$ cat src/sv/psev_pkg.sv
// Package for the postfix stack evaluator: data width, token codes and controller states.
// It has no dependencies. The top level, the divider and the testbench refer to it by scoped names.
package psev_pkg;

	localparam int DATA_WIDTH = 32;

	localparam logic ACT_PUSH = 1'b0;
	localparam logic ACT_OPER = 1'b1;

	localparam logic [3:0] OP_ADD = 4'd0;
	localparam logic [3:0] OP_SUB = 4'd1;
	localparam logic [3:0] OP_MUL = 4'd2;
	localparam logic [3:0] OP_DIV = 4'd3;
	localparam logic [3:0] OP_NEG = 4'd4;
	localparam logic [3:0] OP_NOT = 4'd5;
	localparam logic [3:0] OP_AND = 4'd6;
	localparam logic [3:0] OP_OR  = 4'd7;
	localparam logic [3:0] OP_EQ  = 4'd8;
	localparam logic [3:0] OP_NE  = 4'd9;
	localparam logic [3:0] OP_LT  = 4'd10;
	localparam logic [3:0] OP_GT  = 4'd11;
	localparam logic [3:0] OP_LE  = 4'd12;
	localparam logic [3:0] OP_GE  = 4'd13;

	typedef enum logic [1:0] {
		ST_IDLE,
		ST_EXEC,
		ST_DIV
	} state_t;

	typedef struct packed {
		logic start;
		logic busy;
	} div_ctl_t;

endpackage

$ cat src/sv/psev_div.sv
// Sequential signed divider, one quotient bit per cycle, truncating toward zero.
// It depends on psev_pkg for the control struct; the divisor must be nonzero.
module psev_div #(
	parameter int W = 32
) (
	input  logic              clk,
	input  logic              arst_n,
	input  logic              start,
	input  logic [W-1:0]      dividend,
	input  logic [W-1:0]      divisor,
	output psev_pkg::div_ctl_t ctl,
	output logic [W-1:0]      quotient
);

	localparam int CW = $clog2(W + 1);

	logic          busy_q;
	logic [CW-1:0] cnt_q;
	logic [W-1:0]  rem_q;
	logic [W-1:0]  quo_q;
	logic [W-1:0]  dsr_q;
	logic          neg_q;
	logic [W:0]    shifted;
	logic [W:0]    trial;
	logic          ge;

	assign shifted = {rem_q, quo_q[W-1]};
	assign trial   = shifted - {1'b0, dsr_q};
	assign ge      = !trial[W];

	always_ff @(posedge clk or negedge arst_n) begin
		if (!arst_n) begin
			busy_q <= 1'b0;
			cnt_q  <= '0;
		end else if (start) begin
			busy_q <= 1'b1;
			cnt_q  <= CW'(W);
		end else if (busy_q) begin
			cnt_q <= cnt_q - CW'(1);
			if (cnt_q == CW'(1)) begin
				busy_q <= 1'b0;
			end
		end
	end

	always_ff @(posedge clk) begin
		if (start) begin
			rem_q <= '0;
			quo_q <= dividend[W-1] ? (~dividend + W'(1)) : dividend;
			dsr_q <= divisor[W-1] ? (~divisor + W'(1)) : divisor;
			neg_q <= dividend[W-1] ^ divisor[W-1];
		end else if (busy_q) begin
			rem_q <= ge ? trial[W-1:0] : shifted[W-1:0];
			quo_q <= {quo_q[W-2:0], ge};
		end
	end

	assign ctl.start = start;
	assign ctl.busy  = busy_q;
	assign quotient  = neg_q ? (~quo_q + W'(1)) : quo_q;

	property p_count_live;
		@(posedge clk) disable iff (!arst_n) busy_q |-> (cnt_q != '0);
	endproperty
	a_count_live: assert property (p_count_live) else $error("divider busy with zero count");

	property p_start_loads;
		@(posedge clk) disable iff (!arst_n) start |=> busy_q && (cnt_q == CW'(W));
	endproperty
	a_start_loads: assert property (p_start_loads) else $error("divider start not taken");

	property p_no_restart;
		@(posedge clk) disable iff (!arst_n) busy_q |-> !start;
	endproperty
	a_no_restart: assert property (p_no_restart) else $error("divider restarted while busy");

endmodule

$ cat config.mk
export PLATFORM = sky130hd
export DESIGN_NAME = psev_div
export DESIGN_NICKNAME = d
export VERILOG_FILES = /design/src/sv/psev_pkg.sv /design/src/sv/psev_div.sv
export SDC_FILE = /design/constraint.sdc
export NUM_CORES = 1
export LEC_CHECK = 0
export ABC_AREA = 0
export ABC_CLOCK_PERIOD_IN_PS = 4100
export BUFFER_PORTS_ARGS = -buffer_cell sky130_fd_sc_hd__buf_2
export CAP_MARGIN = 20
export CORE_ASPECT_RATIO = 0.9
export CORE_MARGIN = 2
export CORE_UTILIZATION = 44
export DETAILED_ROUTE_END_ITERATION = 8
export GPL_ROUTABILITY_DRIVEN = 1
export PLACE_DENSITY_LB_ADDON = 0.08
export REMOVE_ABC_BUFFERS = 1
export SLEW_MARGIN = 20
export SYNTH_ARGS = -nofsm -noshare
export SYNTH_HDL_FRONTEND = slang
export SYNTH_SLANG_ARGS = --single-unit
$ cat constraint.sdc
create_clock -name clk -period 4.1 [get_ports clk]
set_clock_uncertainty 0.15 [all_clocks]
set_input_delay 0.82 -clock clk [delete_from_list [all_inputs] [get_ports clk]]
set_output_delay 0.82 -clock clk [all_outputs]
set_load 0.01 [all_outputs]
==> results of run 1 <==
## power breakdown
group / internal, mW / switching [mW] / total, mW
logic: 1.11 / 1.43 / 2.54
clock network: 0.435 / 0.420 / 0.856
registers: 1.39 / 0.236 / 1.63
## placed cells by master (no fill, tap or decap), types with 6 or more instances in the layout
cell / n
buf_2: 99
nor2_1: 82
o21ai_0: 79
xnor2_1: 73
a21oi_1: 66
edfxtp_1: 65
nand2_1: 56
inv_1: 51
buf_4: 39
xor2_1: 38
ha_1: 36
dfxtp_1: 32
a311oi_1: 28
nand3_1: 23
o31ai_1: 20
nor3_1: 18
nand2b_1: 18
or3_1: 15
a21o_1: 14
or4_1: 13
nand4_1: 12
o41ai_1: 12
o211ai_1: 11
clkbuf_16: 9
o21a_1: 6
and3_1: 6
or4b_2: 6
dfrtp_1: 6
## state kept, by name, indices dropped and copies added, names as in the netlist
name and cells:
rem_q 32, quo_q 32, cnt_q 6, dsr_q 32
busy_q 1, neg_q 1
## path summary, 6_finish.rpt
check                                    endpoint  slack (ns)  cells past startpoint
setup / recovery                     quotient[26]      0.0002                     11
hold / removal               cnt_q[1]$_DFFE_PN0P_        0.14                      1
setup reg to reg           rem_q[21]$_SDFFE_PP0P_        0.45                     13
hold reg to reg            rem_q[22]$_SDFFE_PP0P_        0.35                      2
max in group asynchronous        busy_q$_DFF_PN0_        3.49                      1
min in group clk           rem_q[22]$_SDFFE_PP0P_        0.35                      2
## kinds of logic (layout without fill, tap and decap cells)
family,after synthesis,count (layout)
flops,104,104
buf+inv,105,207
compound gates,279,279
xor+xnor,111,111
simple gates,297,297
fa+ha+maj,38,38
mux,3,3
## worst max-delay path, cell delays in order, from the launching register on
cell and delay, ns:
edfxtp_1 0.40, inv_1 0.10, ha_2 0.21, nand2b_4 0.06, nand2b_4 0.14, or4_4 0.43
or3_4 0.35, or3_4 0.34, nand2b_4 0.18, o41ai_4 0.24, xnor2_1 0.16, buf_2 0.16
## cell type report
class                           instances  area share, %
Tap cell                              240           3.20
Inverter                               51           2.04
Multi-Input combinational cell        728           53.3
Timing Repair Buffer                  140           8.83
Clock inverter                          5          0.467
Clock buffer                           11           2.59
Sequential cell                       104           29.5
## Yosys cell counts, types with 7 or more instances
cell      count  area, sq um
inv_1        51          191
xnor2_1      73          639
ha_1         37          463
xor2_1       38          333
o41ai_1      14          123
or3_1        18          113
dfxtp_1      32          641
a311oi_1     28          245
nand3_1      23          115
nor2_1       82          308
or4_1        15          113
edfxtp_1     65         1950
nand4_1      12         75.1
nor3_1       21          105
o211ai_1     11         82.6
nand2_1      58          218
o31ai_1      24          180
nand2b_1     21          131
o21ai_0      80          400
dfrtp_1       7          175
clkbuf_1     49          184
a21o_1       14          105
a21oi_1      66          330
## routing by layer
layer / part of all wire [%] / vias up / global-route usage [%]
li1: - / 3653 / -
met1: 48 / 3313 / 29.5
met2: 45 / 150 / 33.6
met3: 4.9 / 20 / 4.26
met4: 1.4 / 2 / 5.18
met5: 0.059 / - / 0
## metrics by stage
step / instance area [sq um] / cells / util [%] / total power [mW]
3_3_place_gp: 8920 / 1260 / 50.3 / 4.13
3_5_place_dp: 8920 / 1260 / 50.3 / 4.13
6_report: 9380 / 1279 / 52.9 / 5.02
2_1_floorplan: 7810 / 883 / - / 3.38
5_1_grt: 9380 / 1279 / 52.9 / 5.41
4_1_cts: 9300 / 1278 / 52.5 / 5.02
## what timing repair did
action | CTS | global route
pin swaps | 5 | 7
resized for setup | 14 | 13
setup endpoints to repair | 9 | 10
hold buffers | 0 | 0
setup buffers | 2 | 1
==> summary.txt, run 1 <==
total CTS buffers -> 9
Die X -> 146 microns
Area growth, synth to finish -> 16.9%
multi-input combinational cell area -> 5000 sq um
peak supply drop -> 0.233 mV
R2R Path Start -> quo_q[31]$_DFFE_PP_
Syn Inst Count -> 937
Iteration-0 DRC Markers -> 403
starting density of the core -> 45.2%
Most used DFF post-synth -> edfxtp_1
Routed Antenna Nets -> 0
final worst slack -> 0.000215 ns
final slew viol count -> 0
Synth Warn # -> 0
Clock Path Buffers -> 2
simple-gate share of the synthesized area -> 19.3%
Post-Route WL -> 20,200 microns
RSZ-0062 raised after global routing -> yes
first-pass GRT wire length -> 33,700 microns
area of the core -> 17,700 sq um
clock root buffer master -> clkbuf_16
async set or reset register ratio after synthesis -> 6.73%
CTS tree -> built
pre-CTS setup slack -> -0.0726 ns
Peak Freq -> 244 MHz
DRC errors left -> 0
port buffer count -> 100
TNS Setup -> 0 ns
# rows -> 46
syn avg cell area -> 8.56 sq um
clock sink count -> 104
die height -> 132 microns
CP Data Arrival Time -> 3.13 ns
Synth Area in Adders -> 6.02%
Worst Setup Path Type -> flip-flop to output pin
Compound-Gate Fraction of Synth Area -> 22.6%
Hold Fails Final Rpt -> 0
Post-synth EDFFs -> 65
CTS clk-pin slew, worst paths -> 0.07 ns
Die Area -> 19,300 sq um
post-synthesis mux area share -> 0.390%
DP HPWL -> 15,000 microns
Max-Cap Viols -> 0
final setup fails -> 0
final period utilization -> 100%
IO Pins -> 101
#FFs+latches synth -> 104
worst slew pin tran -> 1.19 ns
initial antenna violation count -> 1
DR WL/cell -> 15.8 microns
vias in the first global route -> 6,770
Fin Hold WS -> 0.135 ns
CP startpoint -> quo_q[1]$_DFFE_PP_
post-synthesis cell area -> 8020 sq um
RD Place Congestion -> 0.867
Total GRT Usage -> 21.1%
Detailed Routing Iterations Pass 1 -> 4
status -> completed
# nets final -> 1,139
grt total ovfl -> 0
H-tree lvl count -> 3
Worst Path Required -> 3.13 ns
post-synthesis sequential area ratio -> 34.5%
Yosys cell types -> 63
Slew HR -> 20.8%
fraction of synthesized cell area in xor and xnor cells -> 12.1%
PwrDens -> 536 nW/um^2
layout cells sized above 1 -> 18.8%
CP startpoint kind -> flip-flop
largest family of logic cells by synthesized area -> compound AO/OA/AOI/OAI gates
Reg area -> 2770 sq um
Leak Pwr -> 3.72 nW
Vias -> 7,138
diode count -> 0
CP Max Fanout -> 4
Clk Latency, worst-skew pair -> 0.36 ns
final worst path period need -> 4.10 ns
vias per cell -> 5.58
Worst Setup End Kind -> output pin
worst hold path type -> input port to asynchronous set/reset pin
Fillers -> 1,731
largest net degree at the start of global routing -> 54
No activity file was read; power rests on OpenSTA's default activity.
==> inputs of run 2 (changes only) <==
SETUP_SLACK_MARGIN = 0.3   (was unset)
==> run 2 against run 1 <==
Effect of this change: the flow now finishes with violations (negative setup slack); wire length grew 1.9%; count of clock-buffer cells in the layout is the same; sequential power is essentially flat; combinational power grew 2%; global-route usage grew 0.066 points; worst hold slack gained 0.0020 ns; register-to-register slack gained 0.07 ns; clock power is essentially flat.
==> summary.txt, run 2 (synthesis gave the netlist of run 1 again) <==
status -> finished with violations
grt total ovfl -> 0
layout cells sized above 1 -> 21.1%
Worst Setup End Kind -> output pin
CTS clk-pin slew, worst paths -> 0.07 ns
final worst slack -> -0.0490 ns
largest registers -> dsr_q x32, quo_q x32, rem_q x32
vias per cell -> 5.54
largest net degree at the start of global routing -> 54
Clock Path Buffers -> 2
Detailed Routing Iterations Pass 1 -> 4
most common cell after layout, fill and taps aside -> buf_2
worst slew pin tran -> 0.840 ns
Worst Setup Path Type -> flip-flop to output pin
# nets final -> 1,151
initial antenna violation count -> 1
die height -> 132 microns
CP Data Arrival Time -> 3.18 ns
CP startpoint kind -> flip-flop
Max-Cap Viols -> 0
clock sink count -> 104
pre-CTS setup slack -> -0.0726 ns
vias in the first global route -> 6,793
RD Place Congestion -> 0.867
total CTS buffers -> 9
diode count -> 0
Slew HR -> 44.0%
port buffer count -> 100
# rows -> 46
Clk Latency, worst-skew pair -> 0.36 ns
Fillers -> 1,693
final setup fails -> 3
Total GRT Usage -> 21.1%
CTS tree -> built
Die Area -> 19,300 sq um
Area growth, synth to finish -> 20.1%
area of the core -> 17,700 sq um
RSZ-0062 raised after global routing -> yes
final slew viol count -> 0
starting density of the core -> 45.2%
Worst Path Required -> 3.13 ns
placed cell count -> 1,260
DP HPWL -> 15,000 microns
hold_buf cts -> 0
final worst path period need -> 4.15 ns
Hold Fails Final Rpt -> 0
failing checks -> negative setup slack
first-pass GRT wire length -> 33,800 microns
Peak Freq -> 241 MHz
Leak Pwr -> 3.85 nW
PwrDens -> 527 nW/um^2
H-tree lvl count -> 3
Iteration-0 DRC Markers -> 385
IO Pins -> 101
worst hold path type -> input port to asynchronous set/reset pin
final period utilization -> 101%
Die X -> 146 microns
Vias -> 7,148
DR WL/cell -> 16.0 microns
Final Instance Count excl. Fillers -> 1,291
clock root buffer master -> clkbuf_16
Routed Antenna Nets -> 0
Post-Route WL -> 20,600 microns
CP Max Fanout -> 5
DRC errors left -> 0
commonest non-fill, non-tap cells in the layout -> buf_2 (98), nor2_1 (82), o21ai_0 (76)
peak supply drop -> 0.233 mV
[run 2: changes by cell type in the layout (fill, tap and decap cells not counted), sizes merged]
cell | before | now
buf | 140 | 152
[run 2: timing repair]
item                                    4_1_cts  5_1_grt
pin swaps                                    12       14
endpoints found under the setup margin       14       23
gates resized for setup                      24       33
buffers inserted                              8        6
[run 2: metal layers]
| layer | up-vias | wire (microns) | global-route usage (%) |
|---|---|---|---|
| li1 | 3685 | - | - |
| met2 | 151 | 9290 | 33.9 |
| met5 | - | 12 | 0 |
| met4 | 2 | 299 | 5.18 |
| met3 | 23 | 986 | 3.98 |
| met1 | 3287 | 10000 | 29.6 |
[run 2: report_power, final]
part           internal (mW)  total, mW  switching (mW)
clock network          0.435      0.854           0.419
registers               1.39       1.63           0.236
logic                   1.14       2.59            1.45
total                   2.97       5.07            2.10
[run 2: cell type report]
class,count,area (sq um),area share [%]
Multi-Input combinational cell,728,5130,53.2
Sequential cell,104,2770,28.7
Timing Repair Buffer,152,960,9.96
Tap cell,240,300,3.12
Clock buffer,11,243,2.52
Inverter,51,191,1.99
Clock inverter,5,43.8,0.455
[run 2: per-stage QoR]
stage          TNS (ns)  util (%)  cell area, sq um  hold slack, ns  power (mW)
6_report        -0.0858      54.3              9630           0.137        5.07
3_3_place_gp    -0.0208      50.3              8920           0.344        4.13
4_1_cts         -0.0825      53.0              9390           0.124        5.03
3_5_place_dp     -0.116      50.3              8920           0.345        4.13
5_1_grt           -1.17      54.3              9630           0.131        5.47
2_1_floorplan     -5.66         -              7810           0.318        3.38
[run 2: final timing paths]
check | start | end | slack, ns | depth (start not counted)
min | arst_n | cnt_q[1]$_DFFE_PN0P_ | 0.14 | 1
max | quo_q[6]$_DFFE_PP_ | quotient[29] | -0.05 | 11
max in group asynchronous | arst_n | busy_q$_DFF_PN0_ | 3.49 | 1
min reg2reg | rem_q[22]$_SDFFE_PP0P_ | rem_q[22]$_SDFFE_PP0P_ | 0.35 | 2
max reg2reg | quo_q[31]$_DFFE_PP_ | rem_q[21]$_SDFFE_PP0P_ | 0.52 | 13
min in group clk | rem_q[22]$_SDFFE_PP0P_ | rem_q[22]$_SDFFE_PP0P_ | 0.35 | 2
[run 2: critical path: stages, from the launching register on]
cell      delay (ns)
edfxtp_1        0.43
nor4_4          0.37
buf_4           0.17
buf_6           0.09
nand2_4         0.04
or4_4           0.43
or3_4           0.37
nor3_4          0.13
nand2_2         0.14
o41ai_2         0.35
xnor2_1         0.15
buf_2           0.15
